$ cat src/sv/ibfc_pkg.sv
// Package for the indicator blink/fade colour core: widths, codes, shared types
// and the elaboration-time brightness ROM builder.
// No dependencies.
`default_nettype none
package ibfc_pkg;

    // Fixed field widths and block constants
    localparam int SINE_STEPS = 256;
    localparam int LEVEL_BITS = 8;
    localparam int NUM_IND    = 3;
    localparam int TIME_W     = 32;
    localparam int PER_W      = 16;
    localparam int COLOUR_W   = 24;
    localparam int CHAN_W     = 8;
    localparam int NUM_CHAN   = 3;
    localparam int MODE_W     = 2;
    localparam int CFG_IDX_W  = 3;
    localparam int CFG_DATA_W = 24;

    // Derived widths
    localparam int IDX_W = $clog2(SINE_STEPS);
    localparam int LVL_W = LEVEL_BITS + 1;
    localparam int DVD_W = PER_W + IDX_W;
    localparam int CNT_W = $clog2(((TIME_W > DVD_W) ? TIME_W : DVD_W) + 1);

    // Register indexes
    localparam logic [CFG_IDX_W-1:0] REG_MODES        = 3'd0;
    localparam logic [CFG_IDX_W-1:0] REG_COLOUR_ONE   = 3'd1;
    localparam logic [CFG_IDX_W-1:0] REG_COLOUR_TWO   = 3'd2;
    localparam logic [CFG_IDX_W-1:0] REG_COLOUR_THREE = 3'd3;
    localparam logic [CFG_IDX_W-1:0] REG_PERIOD_ONE   = 3'd4;
    localparam logic [CFG_IDX_W-1:0] REG_PERIOD_TWO   = 3'd5;
    localparam logic [CFG_IDX_W-1:0] REG_PERIOD_THREE = 3'd6;

    // Indicator modes; also used as the per-item class
    typedef logic [MODE_W-1:0] t_cls;
    localparam t_cls CLS_OFF   = 2'd0;
    localparam t_cls CLS_SOLID = 2'd1;
    localparam t_cls CLS_BLINK = 2'd2;
    localparam t_cls CLS_FADE  = 2'd3;

    typedef struct packed {
        logic [MODE_W*NUM_IND-1:0]           modes;
        logic [NUM_IND-1:0][COLOUR_W-1:0]    colour;
        logic [NUM_IND-1:0][PER_W-1:0]       period;
    } t_cfg;

    typedef struct packed {
        logic [TIME_W-1:0]       time_ms;
        t_cls [NUM_IND-1:0]      cls;
    } t_item;

    typedef struct packed {
        logic [NUM_IND-1:0]                  drive;
        logic [NUM_IND-1:0][COLOUR_W-1:0]    shade;
    } t_result;

    typedef logic [LVL_W-1:0] t_level_rom [SINE_STEPS];

    // Brightness per sine step: quarter-wave odd polynomial in Q16, folded
    function automatic t_level_rom build_level_rom();
        t_level_rom      rom;
        longint unsigned q;
        longint unsigned quad;
        longint unsigned rem;
        longint unsigned frac;
        longint unsigned r2;
        longint unsigned p;
        longint unsigned sum;
        longint unsigned lvl;
        int              i;
        for (i = 0; i < SINE_STEPS; i++) begin
            q    = longint'(i) * 4;
            quad = (q / SINE_STEPS) & 3;
            rem  = q % SINE_STEPS;
            if (quad[0]) rem = SINE_STEPS - rem;
            frac = (rem << 16) / SINE_STEPS;
            r2   = (frac * frac) >> 16;
            p    = 11;
            p    = 307 - ((p * r2) >> 16);
            p    = 5223 - ((p * r2) >> 16);
            p    = 42334 - ((p * r2) >> 16);
            p    = 102944 - ((p * r2) >> 16);
            p    = (p * frac) >> 16;
            if (p > 65536) p = 65536;
            sum  = quad[1] ? (65536 - p) : (65536 + p);
            lvl  = ((sum << LEVEL_BITS) + 65536) >> 17;
            rom[i] = LVL_W'(lvl);
        end
        return rom;
    endfunction

endpackage
`default_nettype wire

$ cat src/sv/ibfc_front.sv
// Front end: accepts time transactions, classifies each indicator and queues
// the item for the back end. Depends on ibfc_pkg.
`default_nettype none
module ibfc_front (
    input  wire                   i_clk,
    input  wire                   i_rst_n,
    input  ibfc_pkg::t_cfg        i_cfg,
    input  wire                   push,
    output logic                  full,
    input  wire  [ibfc_pkg::TIME_W-1:0] i_time_ms,
    output logic                  o_valid,
    output ibfc_pkg::t_item       o_item,
    input  wire                   i_take
);

    ibfc_pkg::t_item r_mem [2];
    logic [1:0]      r_cnt;
    logic            r_wp;
    logic            r_rp;
    ibfc_pkg::t_item w_item;
    logic            w_wr;
    logic            w_rd;

    // Classify: a zero period turns blink or fade into solid
    always_comb begin
        ibfc_pkg::t_cls m;
        w_item.time_ms = i_time_ms;
        for (int k = 0; k < ibfc_pkg::NUM_IND; k++) begin
            m = i_cfg.modes[k*ibfc_pkg::MODE_W +: ibfc_pkg::MODE_W];
            if ((m == ibfc_pkg::CLS_BLINK || m == ibfc_pkg::CLS_FADE) &&
                i_cfg.period[k] == '0) begin
                w_item.cls[k] = ibfc_pkg::CLS_SOLID;
            end else begin
                w_item.cls[k] = m;
            end
        end
    end

    assign full    = (r_cnt == 2'd2);
    assign o_valid = (r_cnt != 2'd0);
    assign w_wr    = push & ~full;
    assign w_rd    = i_take & o_valid;
    assign o_item  = r_mem[r_rp];

    // Two-entry queue pointers
    always_ff @(posedge i_clk) begin
        if (!i_rst_n) begin
            r_cnt <= 2'd0;
            r_wp  <= 1'b0;
            r_rp  <= 1'b0;
        end else begin
            if (w_wr) r_wp <= ~r_wp;
            if (w_rd) r_rp <= ~r_rp;
            r_cnt <= r_cnt + {1'b0, w_wr} - {1'b0, w_rd};
        end
    end

    always_ff @(posedge i_clk) begin
        if (w_wr) r_mem[r_wp] <= w_item;
    end

endmodule
`default_nettype wire

$ cat src/sv/ibfc_back.sv
// Back end: bit-serial time modulo, sine index divider, ROM lookup and
// channel scaling for three indicator lanes. Depends on ibfc_pkg.
`default_nettype none
module ibfc_back (
    input  wire                   i_clk,
    input  wire                   i_rst_n,
    input  ibfc_pkg::t_cfg        i_cfg,
    input  wire                   i_valid,
    input  ibfc_pkg::t_item       i_item,
    output logic                  o_take,
    output logic                  o_push,
    output ibfc_pkg::t_result     o_result,
    input  wire                   i_full
);

    localparam logic [2:0] S_IDLE = 3'd0;
    localparam logic [2:0] S_MOD  = 3'd1;
    localparam logic [2:0] S_FIX  = 3'd2;
    localparam logic [2:0] S_DIV  = 3'd3;
    localparam logic [2:0] S_LVL  = 3'd4;
    localparam logic [2:0] S_MUL  = 3'd5;

    localparam int NI  = ibfc_pkg::NUM_IND;
    localparam int PW  = ibfc_pkg::PER_W;
    localparam int IW  = ibfc_pkg::IDX_W;
    localparam int DW  = ibfc_pkg::DVD_W;
    localparam int LW  = ibfc_pkg::LVL_W;
    localparam int CW  = ibfc_pkg::CHAN_W;

    localparam ibfc_pkg::t_level_rom LevelRom = ibfc_pkg::build_level_rom();

    logic [2:0]                   r_state;
    logic [2:0]                   n_state;
    logic [ibfc_pkg::CNT_W-1:0]   r_cnt;
    logic [ibfc_pkg::TIME_W-1:0]  r_time;
    ibfc_pkg::t_cls [NI-1:0]      r_cls;
    logic [PW:0]                  r_m2   [NI];
    logic                         r_on   [NI];
    logic [DW-1:0]                r_dvd  [NI];
    logic [PW-1:0]                r_pr   [NI];
    logic [IW-1:0]                r_quo  [NI];
    logic [LW-1:0]                r_lvl  [NI];

    assign o_take = (r_state == S_IDLE) && i_valid;
    assign o_push = (r_state == S_MUL) && !i_full;

    // Sequencer
    always_comb begin
        n_state = r_state;
        unique case (r_state)
            S_IDLE: if (i_valid) n_state = S_MOD;
            S_MOD:  if (r_cnt == ibfc_pkg::CNT_W'(ibfc_pkg::TIME_W - 1)) n_state = S_FIX;
            S_FIX:  n_state = S_DIV;
            S_DIV:  if (r_cnt == ibfc_pkg::CNT_W'(DW - 1)) n_state = S_LVL;
            S_LVL:  n_state = S_MUL;
            S_MUL:  if (!i_full) n_state = S_IDLE;
            default: n_state = S_IDLE;
        endcase
    end

    always_ff @(posedge i_clk) begin
        if (!i_rst_n) begin
            r_state <= S_IDLE;
            r_cnt   <= '0;
        end else begin
            r_state <= n_state;
            if (r_state == S_MOD || r_state == S_DIV) begin
                r_cnt <= (n_state == r_state) ? r_cnt + 1'b1 : '0;
            end else begin
                r_cnt <= '0;
            end
        end
    end

    // Lane datapath: one restoring step per cycle per lane
    always_ff @(posedge i_clk) begin
        logic [PW+1:0] rem_sh;
        logic [PW+1:0] dsr;
        logic [PW:0]   p17;
        logic [PW:0]   dif;
        logic [PW-1:0] m1;
        logic [PW:0]   pr_sh;
        logic          ge;
        unique case (r_state)
            S_IDLE: begin
                r_time <= i_item.time_ms;
                r_cls  <= i_item.cls;
                for (int k = 0; k < NI; k++) r_m2[k] <= '0;
            end
            S_MOD: begin
                r_time <= {r_time[ibfc_pkg::TIME_W-2:0], 1'b0};
                for (int k = 0; k < NI; k++) begin
                    rem_sh = {r_m2[k], r_time[ibfc_pkg::TIME_W-1]};
                    dsr    = {1'b0, i_cfg.period[k], 1'b0};
                    if (rem_sh >= dsr) rem_sh = rem_sh - dsr;
                    r_m2[k] <= rem_sh[PW:0];
                end
            end
            S_FIX: begin
                for (int k = 0; k < NI; k++) begin
                    p17 = {1'b0, i_cfg.period[k]};
                    dif = r_m2[k] - p17;
                    m1  = (r_m2[k] < p17) ? r_m2[k][PW-1:0] : dif[PW-1:0];
                    r_on[k]  <= (r_m2[k] < p17);
                    r_dvd[k] <= DW'({16'b0, m1} * 32'(ibfc_pkg::SINE_STEPS));
                    r_pr[k]  <= '0;
                    r_quo[k] <= '0;
                end
            end
            S_DIV: begin
                for (int k = 0; k < NI; k++) begin
                    pr_sh = {r_pr[k], r_dvd[k][DW-1]};
                    ge    = (pr_sh >= {1'b0, i_cfg.period[k]});
                    if (ge) pr_sh = pr_sh - {1'b0, i_cfg.period[k]};
                    r_pr[k]  <= pr_sh[PW-1:0];
                    r_quo[k] <= {r_quo[k][IW-2:0], ge};
                    r_dvd[k] <= {r_dvd[k][DW-2:0], 1'b0};
                end
            end
            S_LVL: begin
                for (int k = 0; k < NI; k++) r_lvl[k] <= LevelRom[r_quo[k]];
            end
            default: begin
            end
        endcase
    end

    // Result: per-class colour, fade scales each channel by the level
    always_comb begin
        logic [ibfc_pkg::COLOUR_W-1:0] col;
        logic [ibfc_pkg::COLOUR_W-1:0] fad;
        logic [CW+LW-1:0]              prod;
        logic [CW+LW-1:0]              sc;
        for (int k = 0; k < NI; k++) begin
            col = i_cfg.colour[k];
            for (int c = 0; c < ibfc_pkg::NUM_CHAN; c++) begin
                prod = {{LW{1'b0}}, col[c*CW +: CW]} * {{CW{1'b0}}, r_lvl[k]};
                sc   = prod >> ibfc_pkg::LEVEL_BITS;
                fad[c*CW +: CW] = (sc > (CW+LW)'({CW{1'b1}})) ? {CW{1'b1}} : sc[CW-1:0];
            end
            o_result.drive[k] = (r_cls[k] != ibfc_pkg::CLS_OFF);
            case (r_cls[k])
                ibfc_pkg::CLS_OFF:   o_result.shade[k] = '0;
                ibfc_pkg::CLS_BLINK: o_result.shade[k] = r_on[k] ? col : '0;
                ibfc_pkg::CLS_FADE:  o_result.shade[k] = fad;
                default:             o_result.shade[k] = col;
            endcase
        end
    end

    // Checks
    a_push_mul: assert property (@(posedge i_clk) disable iff (!i_rst_n)
        o_push |-> (r_state == S_MUL))
        else $error("result pushed outside scaling step");

    a_push_idle: assert property (@(posedge i_clk) disable iff (!i_rst_n)
        o_push |=> (r_state == S_IDLE))
        else $error("back end did not return to idle after push");

    for (genvar g = 0; g < NI; g++) begin : g_chk
        a_mod_bound: assert property (@(posedge i_clk) disable iff (!i_rst_n)
            (r_state == S_FIX && r_cls[g] == ibfc_pkg::CLS_FADE) |->
            (r_m2[g] < {i_cfg.period[g], 1'b0}))
            else $error("time modulo out of range");

        a_div_bound: assert property (@(posedge i_clk) disable iff (!i_rst_n)
            (r_state == S_LVL && r_cls[g] == ibfc_pkg::CLS_FADE) |->
            (r_pr[g] < i_cfg.period[g]))
            else $error("index divider remainder out of range");
    end

endmodule
`default_nettype wire

$ cat src/sv/ibfc_outq.sv
// Result queue: two entries between the back end and the result ports.
// Depends on ibfc_pkg.
`default_nettype none
module ibfc_outq (
    input  wire                   i_clk,
    input  wire                   i_rst_n,
    input  wire                   i_push,
    input  ibfc_pkg::t_result     i_data,
    output logic                  o_full,
    output logic                  o_empty,
    input  wire                   i_pop,
    output ibfc_pkg::t_result     o_head
);

    ibfc_pkg::t_result r_mem [2];
    logic [1:0]        r_cnt;
    logic              r_wp;
    logic              r_rp;
    logic              w_wr;
    logic              w_rd;

    assign o_full  = (r_cnt == 2'd2);
    assign o_empty = (r_cnt == 2'd0);
    assign w_wr    = i_push & ~o_full;
    assign w_rd    = i_pop & ~o_empty;
    assign o_head  = r_mem[r_rp];

    // Pointers and fill count
    always_ff @(posedge i_clk) begin
        if (!i_rst_n) begin
            r_cnt <= 2'd0;
            r_wp  <= 1'b0;
            r_rp  <= 1'b0;
        end else begin
            if (w_wr) r_wp <= ~r_wp;
            if (w_rd) r_rp <= ~r_rp;
            r_cnt <= r_cnt + {1'b0, w_wr} - {1'b0, w_rd};
        end
    end

    always_ff @(posedge i_clk) begin
        if (w_wr) r_mem[r_wp] <= i_data;
    end

endmodule
`default_nettype wire

$ cat src/sv/indicator_blink_fade_colour_core.sv
// Top level of the indicator blink/fade colour core: configuration registers,
// front end, back end and result queue. Depends on ibfc_pkg and the ibfc modules.
`default_nettype none
// Each time transaction gives one result with the drive flag and colour of
// three indicators (off, solid, blink, fade). The back end takes an item in its
// idle state and takes no other until it has pushed the result. It runs a
// bit-serial time modulo (twice the period), one fixup, a bit-serial sine index
// division, a ROM lookup and a scaling step that waits while the result queue
// is full; all three indicators run in parallel lanes. Two-entry queues on
// both sides let input and output stall independently. The user must write
// configuration only while no transaction is in flight; the block does not enforce it.
module indicator_blink_fade_colour_core (
    input  wire                                 i_clk,
    input  wire                                 i_rst_n,
    input  wire                                 i_cfg_we,
    input  wire  [ibfc_pkg::CFG_IDX_W-1:0]      i_cfg_idx,
    input  wire  [ibfc_pkg::CFG_DATA_W-1:0]     i_cfg_data,
    input  wire                                 push,
    output logic                                full,
    input  wire  [ibfc_pkg::TIME_W-1:0]         i_time_ms,
    output logic                                empty,
    input  wire                                 pop,
    output logic                                o_drive_one,
    output logic [ibfc_pkg::COLOUR_W-1:0]       o_shade_one,
    output logic                                o_drive_two,
    output logic [ibfc_pkg::COLOUR_W-1:0]       o_shade_two,
    output logic                                o_drive_three,
    output logic [ibfc_pkg::COLOUR_W-1:0]       o_shade_three
);

    ibfc_pkg::t_cfg    r_cfg;
    ibfc_pkg::t_item   w_item;
    ibfc_pkg::t_result w_res;
    ibfc_pkg::t_result w_head;
    logic              w_valid;
    logic              w_take;
    logic              w_push;
    logic              w_qfull;

    // Configuration registers
    always_ff @(posedge i_clk) begin
        if (!i_rst_n) begin
            r_cfg <= '0;
        end else if (i_cfg_we) begin
            unique case (i_cfg_idx)
                ibfc_pkg::REG_MODES:        r_cfg.modes     <= i_cfg_data[5:0];
                ibfc_pkg::REG_COLOUR_ONE:   r_cfg.colour[0] <= i_cfg_data;
                ibfc_pkg::REG_COLOUR_TWO:   r_cfg.colour[1] <= i_cfg_data;
                ibfc_pkg::REG_COLOUR_THREE: r_cfg.colour[2] <= i_cfg_data;
                ibfc_pkg::REG_PERIOD_ONE:   r_cfg.period[0] <= i_cfg_data[15:0];
                ibfc_pkg::REG_PERIOD_TWO:   r_cfg.period[1] <= i_cfg_data[15:0];
                ibfc_pkg::REG_PERIOD_THREE: r_cfg.period[2] <= i_cfg_data[15:0];
                default: begin
                end
            endcase
        end
    end

    ibfc_front u_front (
        .i_clk     (i_clk),
        .i_rst_n   (i_rst_n),
        .i_cfg     (r_cfg),
        .push      (push),
        .full      (full),
        .i_time_ms (i_time_ms),
        .o_valid   (w_valid),
        .o_item    (w_item),
        .i_take    (w_take)
    );

    ibfc_back u_back (
        .i_clk    (i_clk),
        .i_rst_n  (i_rst_n),
        .i_cfg    (r_cfg),
        .i_valid  (w_valid),
        .i_item   (w_item),
        .o_take   (w_take),
        .o_push   (w_push),
        .o_result (w_res),
        .i_full   (w_qfull)
    );

    ibfc_outq u_outq (
        .i_clk   (i_clk),
        .i_rst_n (i_rst_n),
        .i_push  (w_push),
        .i_data  (w_res),
        .o_full  (w_qfull),
        .o_empty (empty),
        .i_pop   (pop),
        .o_head  (w_head)
    );

    assign o_drive_one   = w_head.drive[0];
    assign o_shade_one   = w_head.shade[0];
    assign o_drive_two   = w_head.drive[1];
    assign o_shade_two   = w_head.shade[1];
    assign o_drive_three = w_head.drive[2];
    assign o_shade_three = w_head.shade[2];

endmodule
`default_nettype wire
$ cat config.mk
export PLATFORM = sky130hd
export DESIGN_NAME = indicator_blink_fade_colour_core
export DESIGN_NICKNAME = d
export VERILOG_FILES = /design/src/sv/ibfc_pkg.sv /design/src/sv/ibfc_front.sv /design/src/sv/ibfc_back.sv /design/src/sv/ibfc_outq.sv /design/src/sv/indicator_blink_fade_colour_core.sv
export SDC_FILE = /design/constraint.sdc
export NUM_CORES = 2
export LEC_CHECK = 0
export ABC_AREA = 1
export BUFFER_PORTS_ARGS = -buffer_cell sky130_fd_sc_hd__buf_4
export CAP_MARGIN = 20
export CORE_MARGIN = 3
export CORE_UTILIZATION = 30
export CTS_CLUSTER_DIAMETER = 40
export DETAILED_ROUTE_END_ITERATION = 7
export SYNTH_ARGS = -nofsm -noshare
export SYNTH_HDL_FRONTEND = slang
export SYNTH_SLANG_ARGS = --single-unit
$ cat constraint.sdc
create_clock -name i_clk -period 7.2 [get_ports i_clk]
set_input_delay 2.16 -clock i_clk [delete_from_list [all_inputs] [get_ports i_clk]]
set_output_delay 2.16 -clock i_clk [all_outputs]
set_load 0.01 [all_outputs]
Word-level counts from Yosys, hierarchy flattened:

Memory sizes are Yosys's and may differ from the RTL's. A register that Yosys moved wholly into a read port is not among the register bits.
Index checks and enable logic that the tools add are counted.

* word-level logic and storage cells: 235
* RAM bits: 448
* memories: 11
* memory bits (read-only): 6912
* input port bits: 64
* register bits: 181
* output and inout bits: 77

Memory list
* (no name shown): depth 256, bits a word 9, rd ports 1, clocked after Yosys merged registers in 0, write ports 0, line ibfc_back.sv:121 `for (int k = 0; k < NI; k++) r_lvl[k] <= LevelRom[r_quo[k]];`
* (no name shown): depth 256, bits a word 9, rd ports 1, clocked after Yosys merged registers in 0, write ports 0, line ibfc_back.sv:121
* (no name shown): depth 256, bits a word 9, rd ports 1, clocked after Yosys merged registers in 0, write ports 0, line ibfc_back.sv:121
* u_outq.r_mem: depth 2, bits a word 75, rd ports 1, clocked after Yosys merged registers in 1, write ports 1, line ibfc_outq.sv:15 `ibfc_pkg::t_result r_mem [2];`
* u_front.r_mem: depth 2, bits a word 38, rd ports 1, clocked after Yosys merged registers in 1, write ports 1, line ibfc_front.sv:16 `ibfc_pkg::t_item r_mem [2];`
* u_back.r_dvd: depth 3, bits a word 23, rd ports 3, clocked after Yosys merged registers in 0, write ports 3, line ibfc_back.sv:39 `logic [DW-1:0] r_dvd [NI];`
* 5 more memories

* equal/unequal tests: 28
* add/sub/neg operators: 14
* mux-type cells: 75
* reductions and logical operators: 32
* magnitude comparators: 21
* bitwise operators: 26
* $mul: 9

Operator list (count)
* 24-bit case mux with 3 select lines: 3
* 16-bit 2-to-1 mux: 12
* 8-bit by 9-bit multiplier with 17-bit output: 9
* 17-bit 2-to-1 mux: 9
* 8-bit 2-to-1 mux: 12
* 16-bit subtractor: 6
* 9-bit by 8-bit > comparator with 1-bit output (second input constant): 9
* 24-bit 2-to-1 mux: 3
* 23-bit 2-to-1 mux: 3
* 32-bit case mux with 2 select lines: 1
* 18-bit by 17-bit >= comparator with 1-bit output: 3
* 9-bit 2-to-1 mux: 6
* 17-bit by 16-bit >= comparator with 1-bit output: 3
* 17-bit by 16-bit less-than comparator with 1-bit output: 3
* 17-bit subtractor: 3
* 16-bit logical NOT: 3
* 2-bit equality test (second input constant): 14
* 9-bit >= comparator (second input constant): 3
* 8-bit inverter with 9-bit output: 3
* 1-bit 2-to-1 mux: 18
* 3-bit case mux with 6 select lines: 1
* 3-bit equality test (second input constant): 5
* 2-bit AND reduction: 7
* 3-bit by 2-bit equality test with 1-bit output (second input constant): 4
* 18 further kinds: 62

Logic depth before layout (Yosys ltp):

* word-level depth: 6
* mapped depth: 26
* gate-level depth less buffers: 24

Hierarchy:

Synthesis repeated with hierarchy kept, for this count alone.

* cells, all modules: 8143
* area, all modules: 59615.9 sq um

By module, submodules not included
* ibfc_back: area each 45268.4 sq um, instances 1, seq. area each 7297.0 sq um, cells an instance 6899
* ibfc_outq: area each 5861.9 sq um, instances 1, seq. area each 4604.4 sq um, cells an instance 271
* indicator_blink_fade_colour_core: area each 5043.6 sq um, instances 1, seq. area each 2522.4 sq um, cells an instance 725
* ibfc_front: area each 3442.1 sq um, instances 1, seq. area each 2382.3 sq um, cells an instance 248

Worst setup path before layout:

Ideal clock, no wire load.

* path kind: reg-to-reg
* start point: reg u_back.r_state[1]
* end point: mem u_back.r_dvd[0][56] (netlist name) (data pin)
* path buffers: 1
* data required time: 6944 ps
* period minus slack after synthesis: 7029 ps
* arrival: 6773 ps
* library setup time: 256 ps
* slack: 171 ps
* cell stages (with the launch flop): 9
* path through: dfxtp_1 -> inv_1 -> nor2_1 -> inv_1 -> nor2_2 -> inv_2 -> clkbuf_1 -> o21ai_0 -> o21ai_1

RTL lines
* start, declared: line ibfc_back.sv:32 `logic [2:0] r_state;`
* start signal, assigned: line ibfc_back.sv:66 `r_state <= n_state;`
* end, declared: line ibfc_back.sv:39

==> impl_summary.log <==
[metrics] clock-pin slew of the registers on the worst-case setup and hold paths: 0.06 ns
[metrics] area growth from synthesis to layout: 11.74%
[metrics] Final period util: 72.59%
[metrics] type of the most critical hold path: flop to flop
[metrics] net count after synthesis: 9012
[metrics] cell area after synthesis: 58690 um^2
[metrics] first-pass iteration count of the detailed router: 8
[metrics] count of H-tree levels built during CTS: 3
[metrics] power density over the cells: 218.0 nW/um^2
[metrics] Setup Viol. Count Final: 0
[metrics] data arrival time at the worst-slack endpoint: between 5 and 6 ns
[metrics] hpwl dp: about 130000 um
[metrics] number of cells in the finished layout apart from fillers: 10.80k
[metrics] most frequent standard cell in the layout excluding fill and tap cells: sky130_fd_sc_hd__nand2_1
[metrics] slew at the pin closest to its max-slew limit: 1.110 ns
[metrics] number of unique standard cell types used by synthesis: 48
[metrics] worst hold-check slack: 0.4517 ns
[metrics] horizontal extent of the die: 448.3 um
[metrics] DR vias: 51.02k
[metrics] fillcell total: 20.50k
[metrics] antenna violations before repair: 9
[metrics] standard-cell row count: 161
[metrics] placed standard-cell area: 61900 um^2
[metrics] warning count from the yosys run: 0
[metrics] final routed wirelength across all metal layers: 171500 um
[metrics] nets@finish: 8982
[metrics] Layout Cell Area excl Fill: 65590 um^2
[metrics] sequential cell area in the final layout: approximately 17000 um^2
[metrics] flip-flop and latch count after synthesis: 608
[metrics] instance count of the mapped netlist: slightly above 8k
[metrics] maximum number of pins on one net before global-route repair: 73
[metrics] floorplan core area: slightly below 200000 um^2
[metrics] leakage power: 35.31 nW
[metrics] violation count after the first detailed-routing iteration: 3810
[metrics] kind of end point of the critical path: flop
[metrics] Hold Fails Final Rpt: 0
[metrics] cells resized by post-CTS repair: 0
[metrics] Sinks on Clock Net: approximately 600
[metrics] worst slew margin relative to its limit: 26.00%
[metrics] GR Util All Layers: 16.90%
[metrics] Synth Flop Type: sky130_fd_sc_hd__edfxtp_1
[metrics] min Tclk post-route: 5.227 ns
[metrics] Post-synth EDFFs: about 460
[metrics] vertical extent of the die: 448.3 um
[metrics] global placement routability congestion: approximately 0.94
[metrics] status: complete, but fails checks
[metrics] VDD IR-drop max: 0.2113 mV
[metrics] number of hold buffers added after CTS: 0
[metrics] CTS tree: built
[metrics] io pins: 141
[metrics] async set or reset register ratio after synthesis: 0%
[metrics] multi-input combinational cell area: 34300 um^2
[metrics] number of buffers created by CTS: between 100 and 150
[metrics] Worst EP required: 7.60 ns
[metrics] fraction of final layout cells sized beyond drive strength 1: 5.964%
[metrics] Die ar.: 201000 um^2
[metrics] vias per cell: 4.724
[metrics] final total negative setup slack: 0 ns
[metrics] Placed Instances: approximately 11k
[metrics] number of global-route vias before repair: 50.04k
[metrics] total global routing overflow: 0
[metrics] first-pass GRT wire length: 272200 um
[metrics] worst setup skew after layout: 0.09436 ns
[metrics] setup repair after global routing missed its margin: no
[metrics] count of buffers inserted at the top-level ports: 140
[metrics] highest-count cells in the layout ignoring fill and taps: sky130_fd_sc_hd__nand2_1 (2435), sky130_fd_sc_hd__inv_1 (1656), sky130_fd_sc_hd__nor2_1 (630)
[metrics] DRC violations left: 2
[metrics] crit start category: flop
[metrics] Max Clock Freq: 191.3 MHz
[metrics] effective utilization at floorplan: 30.32%
[metrics] Setup CP Type: flop to flop
[metrics] Antenna Violating Nets Remaining: 0
[metrics] Max clock buf depth: 3
[metrics] pins over their slew limit: 0
[metrics] share of synthesized area occupied by flip-flops and latches: 28.63%
[metrics] setup fix buffers added after clock tree synthesis: 0
[metrics] WL/cell: 15.88 um
[metrics] insertion delay to the later sink of the worst-skew pair: 0.77 ns
[metrics] root cell of the clock tree: sky130_fd_sc_hd__clkbuf_16
[metrics] violations in the final reports: design-rule violations
[metrics] final core area utilization: between 30 and 40%
[metrics] average cell area after synthesis: 7.225 um^2
[metrics] number of max-cap violations: 0
[metrics] Crit Path Max Fanout: 24
worst paths after layout:
kind / from / endpoint / slack, ns / cells past startpoint
worst min-delay path: u_front.r_rp$_SDFFE_PN0P_ / u_front.r_rp$_SDFFE_PN0P_ / 0.45 / 1
worst min register to register: u_front.r_rp$_SDFFE_PN0P_ / u_front.r_rp$_SDFFE_PN0P_ / 0.45 / 1
worst max register to register: u_back.r_lvl[0][22]$_DFFE_PN_ / u_outq.r_mem[0][57]$_DFFE_PP_ / 1.97 / 20
worst max-delay path: u_back.r_lvl[0][22]$_DFFE_PN_ / u_outq.r_mem[0][57]$_DFFE_PP_ / 1.97 / 20
area by class of cell:
cell class                      instances  area share (%)
Tap cell                             2608           4.975
Sequential cell                       608           25.63
Timing Repair Buffer                  172           2.036
Clock buffer                          124           4.178
Clock inverter                         67           1.303
Antenna cell                           10         0.03815
Inverter                             1668           9.546
Multi-Input combinational cell       5543           52.29
where the power goes:
part	internal (mW)	total, mW	switching, mW
Clock	3.07	5.03	1.96
Sequential	4.37	4.62	0.242
Combinational	1.51	4.65	3.14
metal layers:
metal | track usage, % | vias up | wire length [um] | part of all wire [%]
met1 | 21.81 | 24220 | 75240 | 44
met4 | 7.145 | 0 | 7191 | 4.2
met2 | 28.26 | 1289 | 80200 | 47
li1 | - | 25220 | - | -
met5 | 0 | - | 0 | 0
met3 | 2.379 | 288 | 8875 | 5.2
through the flow:
stage / worst slack [ns] / power, mW
after floorplan: 0.1714 / 8.116
after global placement: 2.172 / 9.214
after detailed placement: 2.013 / 9.290
after CTS: 2.021 / 14.43
after global routing: 1.538 / 15.32
final: 1.973 / 14.30
flip-flops by register name, indices dropped and copies added (netlist names), 27 cells and up, named ones only:
signal / count
u_back.r_lvl: 27
u_back.r_m2: 49
u_front.r_mem: 76
u_back.r_dvd: 48
u_back.r_time: 32
r_cfg: 126
u_outq.r_mem: 150
u_back.r_pr: 48
Yosys cell counts (all sizes together) (82+ instances only):
master  count  area [um^2]
nand2    2447         9213
inv      1664         6246
nor2      647         2471
edfxtp    463        13900
ha        449         5618
o21ai     412         2073
nand3     404         2042
fa        375         7507
a21oi     361         1807
clkbuf    182        683.2
dfxtp     145         2903
buf       123        715.7
mux2       82        923.4
cell families after synthesis:
logic type               Yosys count  share of synthesized area, %
AO/OA/AOI/OAI                    860                         7.702
XOR/XNOR                          74                         1.104
adder cells (fa/ha/maj)          824                         22.36
buffers and inverters           1973                         13.05
flip-flops                       608                         28.63
multiplexers                      82                         1.573
AND/OR/NAND/NOR                 3703                         25.57
worst max-delay path, cell delays in order (launching register included):
cell and delay [ns]:
sky130_fd_sc_hd__edfxtp_1 1.07, sky130_fd_sc_hd__nand2_1 0.18, sky130_fd_sc_hd__fa_1 0.53, sky130_fd_sc_hd__fa_1 0.54
sky130_fd_sc_hd__inv_1 0.05, sky130_fd_sc_hd__fa_1 0.47, sky130_fd_sc_hd__inv_1 0.05, sky130_fd_sc_hd__fa_1 0.47
sky130_fd_sc_hd__inv_1 0.04, sky130_fd_sc_hd__ha_1 0.30, sky130_fd_sc_hd__nand2_1 0.10, sky130_fd_sc_hd__nor2_1 0.14
sky130_fd_sc_hd__nand3_1 0.10, sky130_fd_sc_hd__nand2_1 0.15, sky130_fd_sc_hd__nand2_1 0.08, sky130_fd_sc_hd__nand2_1 0.06
sky130_fd_sc_hd__nand2_1 0.04, sky130_fd_sc_hd__nand2_1 0.22, sky130_fd_sc_hd__nand2_1 0.08, sky130_fd_sc_hd__nand2_1 0.07
sky130_fd_sc_hd__o21ai_0 0.15
Note: power is estimated with default switching activity, not from simulation.
